## config.mk

```make
export PLATFORM = sky130hd
export DESIGN_NAME = h264_rtp_depacketizer_unit
export DESIGN_NICKNAME = d
export VERILOG_FILES = /design/src/h264d_pkg.sv /design/src/h264d_parser.sv /design/src/h264d_emitter.sv /design/src/h264_rtp_depacketizer_unit.sv
export SDC_FILE = /design/constraint.sdc
export NUM_CORES = 1
export LEC_CHECK = 0
export ABC_CLOCK_PERIOD_IN_PS = 22100
export BUFFER_PORTS_ARGS = -buffer_cell sky130_fd_sc_hd__buf_2
export CAP_MARGIN = 20
export CELL_PAD_IN_SITES_DETAIL_PLACEMENT = 0
export CELL_PAD_IN_SITES_GLOBAL_PLACEMENT = 2
export CORE_ASPECT_RATIO = 0.5
export CORE_UTILIZATION = 39
export DETAILED_ROUTE_END_ITERATION = 10
export PLACE_DENSITY_LB_ADDON = 0.1
export SLEW_MARGIN = 20
export SYNTH_ARGS = -nofsm -noshare
export SYNTH_HDL_FRONTEND = slang
export SYNTH_HIERARCHICAL = 1
export SYNTH_SLANG_ARGS = --single-unit
```

## constraint.sdc

```tcl
create_clock -name clk -period 22.1 [get_ports clk]
set_clock_uncertainty 0.05 [all_clocks]
set_input_delay 3.315 -clock clk [delete_from_list [all_inputs] [get_ports clk]]
set_output_delay 3.315 -clock clk [all_outputs]
set_load 0.005 [all_outputs]
```

## src/h264d_pkg.sv

```systemverilog
// Shared types and constants of the H.264 RTP depacketizer.
package h264d_pkg;

  localparam int FILL_BITS = 21;
  localparam int CAP_BITS  = 21;
  localparam int CNT_BITS  = 21;
  localparam int SUM_BITS  = ((FILL_BITS > CNT_BITS) ? FILL_BITS : CNT_BITS) + 1;
  localparam int MAX_RUN   = 5;
  localparam int IDX_BITS  = 3;

  localparam logic [CAP_BITS-1:0] CAP_RESET = CAP_BITS'(65536);

  // parser phases
  localparam logic [3:0] PH_IDLE       = 4'd0;
  localparam logic [3:0] PH_DROP       = 4'd1;
  localparam logic [3:0] PH_SINGLE     = 4'd2;
  localparam logic [3:0] PH_SZ_HI      = 4'd3;
  localparam logic [3:0] PH_SZ_LO      = 4'd4;
  localparam logic [3:0] PH_UNIT_START = 4'd5;
  localparam logic [3:0] PH_UNIT_DATA  = 4'd6;
  localparam logic [3:0] PH_FU_HDR     = 4'd7;
  localparam logic [3:0] PH_FU_DATA    = 4'd8;

  // NAL unit types
  localparam logic [4:0] NAL_RSVD0  = 5'd0;
  localparam logic [4:0] NAL_STAP_B = 5'd25;
  localparam logic [4:0] NAL_MTAP16 = 5'd26;
  localparam logic [4:0] NAL_MTAP24 = 5'd27;
  localparam logic [4:0] NAL_STAP_A = 5'd24;
  localparam logic [4:0] NAL_FU_A   = 5'd28;
  localparam logic [4:0] NAL_FU_B   = 5'd29;
  localparam logic [4:0] NAL_RSVD30 = 5'd30;
  localparam logic [4:0] NAL_RSVD31 = 5'd31;

  localparam logic [7:0] TYPE_MASK  = 8'h1f;
  localparam logic [7:0] NRI_MASK   = 8'he0;
  localparam logic [7:0] FU_START   = 8'h80;

  localparam logic [3:0][7:0] START_CODE = {8'h01, 8'h00, 8'h00, 8'h00};

  // packet status codes
  localparam logic [1:0] ST_OK        = 2'd0;
  localparam logic [1:0] ST_UNSUPP    = 2'd1;
  localparam logic [1:0] ST_OVERFLOW  = 2'd2;
  localparam logic [1:0] ST_TRUNCATED = 2'd3;

  typedef struct packed {
    logic [7:0] data;
    logic       first;
    logic       last;
    logic       fbeg;
  } item_t;

  typedef struct packed {
    logic [IDX_BITS-1:0]      count;
    logic [MAX_RUN-1:0][7:0]  bytes;
    logic                     data_valid;
    logic                     done;
    logic [1:0]               status;
    logic [CNT_BITS-1:0]      added;
  } run_t;

endpackage

```

## src/h264d_parser.sv

```systemverilog
// Packet parser: per-byte decode, capacity check and parser state.
module h264d_parser (
  input  logic                              clk,
  input  logic                              rst,
  input  logic                              cfg_we,
  input  logic [h264d_pkg::CAP_BITS-1:0]    cfg_data,
  input  h264d_pkg::item_t                  item,
  input  logic                              step,
  output h264d_pkg::run_t                   run
);

  logic [3:0]                         phase, phase_next;
  logic [7:0]                         indicator, indicator_next;
  logic [7:0]                         size_high, size_high_next;
  logic [15:0]                        remaining, remaining_next;
  logic [h264d_pkg::FILL_BITS-1:0]    fill, fill_next;
  logic [h264d_pkg::CNT_BITS-1:0]     added, added_next;
  logic [1:0]                         err, err_next;
  logic [h264d_pkg::CAP_BITS-1:0]     capacity;

  logic [h264d_pkg::FILL_BITS-1:0]    fill0;
  logic [h264d_pkg::CNT_BITS-1:0]     added0;
  logic [1:0]                         err0, err1;
  logic [3:0]                         phase1;
  logic                               ignore;
  logic [h264d_pkg::MAX_RUN-1:0][7:0] cand;
  logic [h264d_pkg::IDX_BITS-1:0]     cand_cnt, room, pushed;
  logic [h264d_pkg::SUM_BITS-1:0]     used, cap_ext, diff, commit_sum;
  logic [15:0]                        rem_dec;
  logic [4:0]                         kind;

  assign kind    = item.data[4:0] & h264d_pkg::TYPE_MASK[4:0];
  assign rem_dec = remaining - 16'd1;

  always_comb begin
    fill0          = (item.first && item.fbeg) ? '0 : fill;
    added0         = item.first ? '0 : added;
    err0           = item.first ? h264d_pkg::ST_OK : err;
    phase1         = phase;
    ignore         = 1'b0;
    cand           = '0;
    cand_cnt       = '0;
    indicator_next = indicator;
    size_high_next = size_high;
    remaining_next = remaining;
    if (item.first) begin
      indicator_next = item.data;
      unique case (kind) inside
        h264d_pkg::NAL_RSVD0, h264d_pkg::NAL_STAP_B, h264d_pkg::NAL_MTAP16,
        h264d_pkg::NAL_MTAP24, h264d_pkg::NAL_RSVD30, h264d_pkg::NAL_RSVD31: begin
          err0   = h264d_pkg::ST_UNSUPP;
          phase1 = h264d_pkg::PH_DROP;
        end
        h264d_pkg::NAL_STAP_A: phase1 = h264d_pkg::PH_SZ_HI;
        h264d_pkg::NAL_FU_A, h264d_pkg::NAL_FU_B: phase1 = h264d_pkg::PH_FU_HDR;
        default: begin
          cand     = {item.data, h264d_pkg::START_CODE};
          cand_cnt = 3'd5;
          phase1   = h264d_pkg::PH_SINGLE;
        end
      endcase
    end else begin
      unique case (phase) inside
        h264d_pkg::PH_DROP: ;
        h264d_pkg::PH_SINGLE, h264d_pkg::PH_FU_DATA: begin
          cand[0]  = item.data;
          cand_cnt = 3'd1;
        end
        h264d_pkg::PH_SZ_HI: begin
          size_high_next = item.data;
          phase1         = h264d_pkg::PH_SZ_LO;
        end
        h264d_pkg::PH_SZ_LO: begin
          remaining_next = {size_high, item.data};
          phase1         = h264d_pkg::PH_UNIT_START;
        end
        h264d_pkg::PH_UNIT_START: begin
          if (remaining == 16'd0) begin
            cand           = {8'h00, h264d_pkg::START_CODE};
            cand_cnt       = 3'd4;
            size_high_next = item.data;
            phase1         = h264d_pkg::PH_SZ_LO;
          end else begin
            cand           = {item.data, h264d_pkg::START_CODE};
            cand_cnt       = 3'd5;
            remaining_next = rem_dec;
            phase1 = (rem_dec != 16'd0) ? h264d_pkg::PH_UNIT_DATA : h264d_pkg::PH_SZ_HI;
          end
        end
        h264d_pkg::PH_UNIT_DATA: begin
          cand[0]        = item.data;
          cand_cnt       = 3'd1;
          remaining_next = rem_dec;
          if (rem_dec == 16'd0) phase1 = h264d_pkg::PH_SZ_HI;
        end
        h264d_pkg::PH_FU_HDR: begin
          if ((item.data & h264d_pkg::FU_START) != 8'h00) begin
            cand = {(indicator & h264d_pkg::NRI_MASK) | (item.data & h264d_pkg::TYPE_MASK),
                    h264d_pkg::START_CODE};
            cand_cnt = 3'd5;
          end
          phase1 = h264d_pkg::PH_FU_DATA;
        end
        default: ignore = 1'b1;
      endcase
    end
  end

  // room left in the frame store, clamped to one run
  always_comb begin
    used    = h264d_pkg::SUM_BITS'(fill0) + h264d_pkg::SUM_BITS'(added0);
    cap_ext = h264d_pkg::SUM_BITS'(capacity);
    diff    = cap_ext - used;
    if (cap_ext <= used) room = '0;
    else if (diff >= h264d_pkg::SUM_BITS'(h264d_pkg::MAX_RUN))
      room = h264d_pkg::IDX_BITS'(h264d_pkg::MAX_RUN);
    else room = diff[h264d_pkg::IDX_BITS-1:0];
  end

  always_comb begin
    pushed = '0;
    err1   = err0;
    if (err0 == h264d_pkg::ST_OK) begin
      if (cand_cnt > room) begin
        pushed = room;
        err1   = h264d_pkg::ST_OVERFLOW;
      end else begin
        pushed = cand_cnt;
      end
    end
    added_next = added0 + h264d_pkg::CNT_BITS'(pushed);
    err_next   = err1;
    phase_next = phase1;
    fill_next  = fill0;
    commit_sum = h264d_pkg::SUM_BITS'(fill0) + h264d_pkg::SUM_BITS'(added_next);

    run            = '0;
    run.bytes      = cand;
    run.count      = pushed;
    run.data_valid = 1'b1;
    if (item.last) begin
      if (phase1 == h264d_pkg::PH_FU_HDR && err1 == h264d_pkg::ST_OK)
        err_next = h264d_pkg::ST_TRUNCATED;
      phase_next = h264d_pkg::PH_IDLE;
      run.done   = 1'b1;
      run.status = err_next;
      if (pushed == '0) begin
        run.count      = 3'd1;
        run.data_valid = 1'b0;
      end
      if (err_next == h264d_pkg::ST_OK) begin
        run.added = added_next;
        fill_next = commit_sum[h264d_pkg::FILL_BITS-1:0];
      end
    end
    if (ignore) run = '0;
  end

  always_ff @(posedge clk) begin
    if (rst) begin
      capacity  <= h264d_pkg::CAP_RESET;
      phase     <= h264d_pkg::PH_IDLE;
      indicator <= '0;
      size_high <= '0;
      remaining <= '0;
      fill      <= '0;
      added     <= '0;
      err       <= h264d_pkg::ST_OK;
    end else begin
      if (cfg_we) capacity <= cfg_data;
      if (step && !ignore) begin
        phase     <= phase_next;
        indicator <= indicator_next;
        size_high <= size_high_next;
        remaining <= remaining_next;
        fill      <= fill_next;
        added     <= added_next;
        err       <= err_next;
      end
    end
  end

endmodule

```

## src/h264d_emitter.sv

```systemverilog
// Result register: holds one run of up to five results and sends them out in order.
module h264d_emitter (
  input  logic                              clk,
  input  logic                              rst,
  input  logic                              load,
  input  h264d_pkg::run_t                   run_in,
  output logic                              free,
  output logic                              m_tvalid,
  input  logic                              m_tready,
  output logic [7:0]                        out_byte,
  output logic                              byte_valid,
  output logic                              run_last,
  output logic                              packet_done,
  output logic [1:0]                        packet_status,
  output logic [h264d_pkg::CNT_BITS-1:0]    packet_added
);

  logic                           busy;
  logic [h264d_pkg::IDX_BITS-1:0] idx;
  h264d_pkg::run_t                run;

  assign run_last      = (idx == run.count - 3'd1);
  assign free          = !busy || (m_tready && run_last);
  assign m_tvalid      = busy;
  assign out_byte      = run.data_valid ? run.bytes[idx] : 8'h00;
  assign byte_valid    = run.data_valid;
  assign packet_done   = run.done && run_last;
  assign packet_status = packet_done ? run.status : h264d_pkg::ST_OK;
  assign packet_added  = packet_done ? run.added : '0;

  always_ff @(posedge clk) begin
    if (rst) begin
      busy <= 1'b0;
      idx  <= '0;
    end else if (load) begin
      busy <= 1'b1;
      idx  <= '0;
    end else if (busy && m_tready) begin
      if (run_last) busy <= 1'b0;
      else idx <= idx + 3'd1;
    end
  end

  always_ff @(posedge clk) begin
    if (load) run <= run_in;
  end

endmodule

```

## src/h264_rtp_depacketizer_unit.sv

```systemverilog
// Top level of the H.264 RTP depacketizer: input register, parser and result register.
//
//  channel  dir  handshake           payload
//  s_*      in   s_tvalid/s_tready   payload byte, packet and frame marks
//  m_*      out  m_tvalid/m_tready   Annex-B byte, status, byte count
//  cfg_*    in   cfg_we              frame capacity
//
// A payload byte that causes no result is taken at once; one that causes results
// waits for the single result register, which drains a run of up to four results
// for a start code, or five with the byte behind it, one transfer a cycle while
// m_tready is high. The input register takes the next byte while the last result
// of a run is being transferred. Reset is synchronous, clears parser state and sets
// capacity to 65536. Stalls on m_tready hold the run and, via the input register, s_tready.
module h264_rtp_depacketizer_unit (
  input  logic                              clk,
  input  logic                              rst,
  input  logic                              s_tvalid,
  output logic                              s_tready,
  input  logic [7:0]                        s_tdata,   // [7:0] payload_byte
  input  logic                              s_tlast,   // packet_last
  input  logic [1:0]                        s_tuser,   // [0] packet_first, [1] frame_begin
  output logic                              m_tvalid,
  input  logic                              m_tready,
  output logic [31:0]                       m_tdata,   // [7:0] out_byte, [28:8] packet_added
  output logic                              m_tlast,   // run_last
  output logic [3:0]                        m_tuser,   // [0] byte_valid, [1] packet_done,
                                                       // [3:2] packet_status
  input  logic                              cfg_we,
  input  logic [h264d_pkg::CAP_BITS-1:0]    cfg_data
);

  logic                           in_valid;
  h264d_pkg::item_t               item;
  h264d_pkg::run_t                run;
  logic                           free, take, load;
  logic [7:0]                     out_byte;
  logic                           byte_valid, packet_done;
  logic [1:0]                     packet_status;
  logic [h264d_pkg::CNT_BITS-1:0] packet_added;

  assign take     = in_valid && (free || run.count == '0);
  assign load     = take && run.count != '0;
  assign s_tready = !in_valid || take;

  always_ff @(posedge clk) begin
    if (rst) in_valid <= 1'b0;
    else if (s_tready) in_valid <= s_tvalid;
  end

  always_ff @(posedge clk) begin
    if (s_tready && s_tvalid) begin
      item.data  <= s_tdata;
      item.first <= s_tuser[0];
      item.last  <= s_tlast;
      item.fbeg  <= s_tuser[1];
    end
  end

  h264d_parser u_parser (
    .clk      (clk),
    .rst      (rst),
    .cfg_we   (cfg_we),
    .cfg_data (cfg_data),
    .item     (item),
    .step     (take),
    .run      (run)
  );

  h264d_emitter u_emitter (
    .clk           (clk),
    .rst           (rst),
    .load          (load),
    .run_in        (run),
    .free          (free),
    .m_tvalid      (m_tvalid),
    .m_tready      (m_tready),
    .out_byte      (out_byte),
    .byte_valid    (byte_valid),
    .run_last      (m_tlast),
    .packet_done   (packet_done),
    .packet_status (packet_status),
    .packet_added  (packet_added)
  );

  assign m_tdata = {3'b000, packet_added, out_byte};
  assign m_tuser = {packet_status, packet_done, byte_valid};

endmodule
```

Word-level counts from Yosys, hierarchy flattened
Index checks and enable logic that the tools add are counted.
W data, S select, Z words.
{ "op_classes": {"add_sub_neg": 7, "order_cmp": 4, "n_eq_ne": 20, "muxes": 54, "bitwise": 5, "n_reduce_logical": 42} }
{ "op_table": {"columns": ["op", "n"], "rows": [
  ["$mux W40", 4],
  ["$mux W21", 6],
  ["$mux W68", 1],
  ["$pmux W32 S2", 1],
  ["$pmux W16 S3", 1],
  ["$eq A5 B5 Y1 const B", 8],
  ["$logic_not A16 Y1", 2],
  ["$mux W3", 10],
  ["$mux W25", 1],
  ["$bmux W8 S3", 1],
  ["$mux W8", 3],
  ["$pmux W8 S3", 1],
  ["$add A21 B21 Y22", 1],
  ["$ge A22 B3 Y1 const B", 1],
  ["$le A21 B22 Y1", 1],
  ["$sub A21 B22 Y22", 1],
  ["$add A21 B21 Y21", 1],
  ["$add A21 B3 Y21", 1],
  ["$eq A4 B3 Y1 const B", 5],
  ["$pmux W4 S5", 1],
  ["$mux W2", 9],
  ["$pmux W3 S3", 2],
  ["$mux W16", 1],
  ["$mux W4", 4],
  ["other kinds (30)", 65]
]} }
{ "word_totals": {"ff_bits": 185, "input_bits": 37, "wordCells": 157} }

Logic depth before layout (Yosys ltp)
{ "depth": {"ltp_word": 24, "mapped_depth": 60} }

By module
Netlist, hierarchy kept.
{ "by_module_without_submodules": {"columns": ["mod", "n_inst", "cells_per_inst", "area_each_um2", "seq_area_each_um2"], "rows": [
  ["h264d_parser", 1, 1278, 9295.2, 1921.8],
  ["h264d_emitter", 1, 159, 2922.8, 2122.0],
  ["h264_rtp_depacketizer_unit", 1, 28, 455.4, 350.3]
]} }

Worst setup path before layout
Ideal clock, no wire load.
{ "synth_path": {"kind": "flip-flop to output port", "startpoint": "reg, netlist name item[2]", "endpoint": "out s_tready", "t_arrival_ns": 7.514, "required_time_ns": 18.735, "setup_slack_ns": 11.221, "path_stages_with_launch": 41, "path_buffers": 7, "path_cell_list": "edfxtp_1 -> buf_2 -> buf_1 -> clkbuf_1 -> nand2_1 -> clkbuf_1 -> clkbuf_1 -> and2_1 -> ha_1 -> inv_1 -> fa_1 -> nor2b_1 -> o21ai_0 -> a21oi_1 -> o21ai_0 -> a21oi_1 -> o2111ai_1 -> nand3_1 -> [... 5 more ...] -> nand3_2 -> a21oi_1 -> a41o_1 -> or4_1 -> nor4_1 -> nand4_1 -> or3_4 -> nor3_1 -> a21o_1 -> ha_1 -> and2_1 -> a21oi_1 -> nand3_2 -> buf_6 -> mux2i_1 -> nand2_1 -> or3_4 -> nand3_1"} }
{ "synth_lines": {"columns": ["element", "line_no", "source"], "rows": [
  ["end: declaration", "h264_rtp_depacketizer_unit.sv:18", "output logic s_tready,"]
]} }

==> impl_metrics.yaml <==
synth:
  synth-async-reset-ratio_pct: 0
  netlist_cell_types: 85
  synthDominantCellAreaShare_pct: 18.7
  synth.yosys.seq_area_share_pct: 34.7
  synth_cells: 1465
  synth-edff-count: 79
  synth-main-ff-cell: "sky130_fd_sc_hd__dfxtp_1"
  synthesis.area_per_instance_um2: 8.65
  synthTopCellsByArea: "sky130_fd_sc_hd__edfxtp_1 (19%), sky130_fd_sc_hd__dfxtp_1 (16%), sky130_fd_sc_hd__ha_1 (7.1%), sky130_fd_sc_hd__nor2_1 (5.2%), sky130_fd_sc_hd__a21oi_1 (4.3%)"
  yosysWarnings: 6
  ys_seq_elements: 180
  synth_largest_area_cell: "sky130_fd_sc_hd__edfxtp_1"
  post_synth_instance_area_um2: 12700
critical_path:
  critical-path-slowest-cell: "sky130_fd_sc_hd__nand3_2"
  crit_path_frequent_cell: "sky130_fd_sc_hd__a21oi_1"
  timing_worst_setup_path_type: "reg2out"
  critical_path.startpoint_type: "flip-flop"
  cp_data_required_time_ns: 18.74
  setup.worst_path.end_class: "output pin"
  crit_path_max_incr_delay_ns: 0.64
  worstPathArrival_ns: 9.51
  worst-path-max-fanout: 30
global_route:
  grt_start_max_net_pins: 62
  number_of_global_route_vias_before_repair: 9823
  grt_util_all_layers_pct: 21.9
  grt.overflow.total: 0
  antenna_violations_before_repair: 0
  first_pass_grt_wire_length_mm: 56.3
power:
  leakagePower_nw: 5.65
  totalPowerFinal_uw: 847
  worst_ir_drop_vdd_v: 0.0000515
  power_per_cell_area_nw_per_um2: 61.4
floorplanning:
  top_level_ports: 76
  floorplan_core_area_um2: 31800
  die_x_um: 257
  die_extent_in_y_um: 129
  placement_rows: 46
  initial_core_utilization_pct: 39.8
  dieArea_um2: 33300
timing:
  setup_violations: 0
  finalCriticalPeriod_ns: 12.87
  timing.max_slew.rel_slack_pct: 28.3
  totalNegativeSetupSlack_ns: 0
  hold_viol: 0
  clock.fmax_mhz: 77.7
  finalCritPeriodShare_pct: 58.2
  layout_setup_ws_ns: 9.23
  final-max-slew-violation-count: 0
  worst_slew_pin_slew_ns: 1.08
  grt_setup_unrepaired: "no"
cts:
  numClockSinks: 180
  cts.clk_slew.worst_paths_ns: 0.08
  cts.htree.levels: 4
  cts_hold_repair.buffers: 0
  cts_resized: 0
  tritoncts: "yes"
  post_cts.repair.setup_buffers: 0
  clock_insertion_delay_worst_skew_ns: 0.47
  clock_tree.root_cell: "sky130_fd_sc_hd__clkbuf_16"
  cts_max_path_buffers: 2
  cts-buffers-inserted: 17
place:
  gp_routability_congestion: 0.878
  buffer_ports.inserted: 72
  dp_cells: 1901
  placement.setup.worst_slack_ns: 9.94
  dp.final_hpwl_mm: 26.6
route:
  iteration_0_drc_markers: 779
  vias_per_cell: 5.48
  detail_route.drc_violations: 0
  drtAntennaViolNets: 0
  detail_route.wirelength_mm: 36.1
  route.vias.total: 10600
  dr.pass1.iters: 5
  wl_per_cell_um: 18.7
run:
  max_cap_viol_count: 0
cells_and_area:
  area.growth.synth_to_final_pct: 8.84
  share_of_cells_above_drive_strength_1_pct: 12.0
  antenna_diode_count: 0
  fillCellCount: 3197
  design.final.nets: 1601
  post_layout_nonfiller_instances: 1933
  finish.utilization_pct: 43.3
hold_path:
  min-delay-path-class: "reg2reg"
status:
  status: "finished, final reports clean"
-- sequential cells by signal, summed over array words and instances, names as in the netlist, 3 cells and up --
name / flops
u_parser/fill: 21
u_parser/indicator: 3
u_parser/capacity: 21
u_emitter/idx: 3
u_parser/added: 21
u_parser/phase: 4
u_emitter/run: 67
u_parser/size_high: 8
item: 11
u_parser/remaining: 16
-- report_power, final --
part	switching [mW]	internal (mW)
registers	0.00903	0.361
logic	0.100	0.0538
clock network	0.167	0.155
-- cells in the mapped netlist, drive strengths merged (4+ instances only) --
library cell  count
nor2            175
a21oi           109
dfxtp           101
nand2            97
edfxtp           79
ha               72
inv              67
and2             56
buf              50
clkbuf           50
o21ai            48
nand3            44
nor2b            41
xnor2            40
nor3             37
mux2i            34
nand2b           34
xor2             30
a211oi           28
o31ai            26
a21o             24
nand4            20
and3             18
a22oi            14
nor4             13
a31oi            12
or3              12
nor3b            11
a41oi            10
o21bai           10
or2              10
mux4              8
a211o             7
o211ai            6
o21a              6
o22ai             5
a21boi            4
fa                4
o2111ai           4
or4               4
-- per-stage QoR --
stage	hold WS, ns	area, um^2
global placement	0.400	13200
CTS	0.417	13800
global route	0.435	13800
floorplan	0.382	12800
finish	0.415	13800
detailed placement	0.407	13200
-- worst paths after layout --
check	from	to	slack (ns)	cells past startpoint
hold reg to reg	u_parser/added[1]$_SDFFE_PP0P_	u_parser/added[1]$_SDFFE_PP0P_	0.41	2
setup / recovery	item[0]$_DFFE_PP_	s_tready	9.23	34
setup reg to reg	item[0]$_DFFE_PP_	u_parser/fill[19]$_SDFFE_PP0P_	9.60	48
hold / removal	u_parser/added[1]$_SDFFE_PP0P_	u_parser/added[1]$_SDFFE_PP0P_	0.41	2
-- cells in the final DEF (no fill, tap or decap), drive strengths merged, types with 20 or more instances in the layout --
master / n
nand2b: 34
and2: 56
nand4: 20
a21o: 24
o21ai: 48
ha: 72
o31ai: 26
mux2i: 34
xnor2: 40
buf: 80
nor3: 37
nor2: 175
nand2: 97
inv: 77
conb: 26
edfxtp: 79
nor2b: 41
a211oi: 28
nand3: 44
a21oi: 109
dfxtp: 101
xor2: 30
-- metal layers --
metal	part of all wire, %	vias to the layer above	global-route usage (%)
met1	51	5100	31.0
li1	-	5252	-
met4	1.1	0	5.01
met5	0	-	0
met3	4.4	25	4.32
met2	44	221	34.3
-- final cells by class --
class                   count  area [um^2]  share of cell area, %
inverters                  67          251                   1.82
multi-input cells        1142         7570                   54.9
repair buffers             80          423                   3.07
clock inverters            15          189                   1.37
flip-flops and latches    180         4390                   31.9
clock buffers              17          425                   3.08
well taps                 432          541                   3.92
-- cells by family after synthesis --
kind of cell,share of synthesized area (%)
compound gates,17.9
flops,34.7
other cells,0.0593
fa+ha+maj,7.82
simple gates,23.7
xor+xnor,5.24
mux,4.28
buf+inv,6.33
-- worst max-delay path, delay by kind of cell (launching register included) --
kind | cells | cell delay [ns]
flip-flops | 1 | 0.46
AND/OR/NAND/NOR | 14 | 4.26
buffers and inverters | 2 | 0.18
AO/OA/AOI/OAI | 12 | 2.31
XOR/XNOR | 1 | 0.17
multiplexers | 1 | 0.42
adder cells (fa/ha/maj) | 4 | 1.21
(Power assumes the default switching activity.)
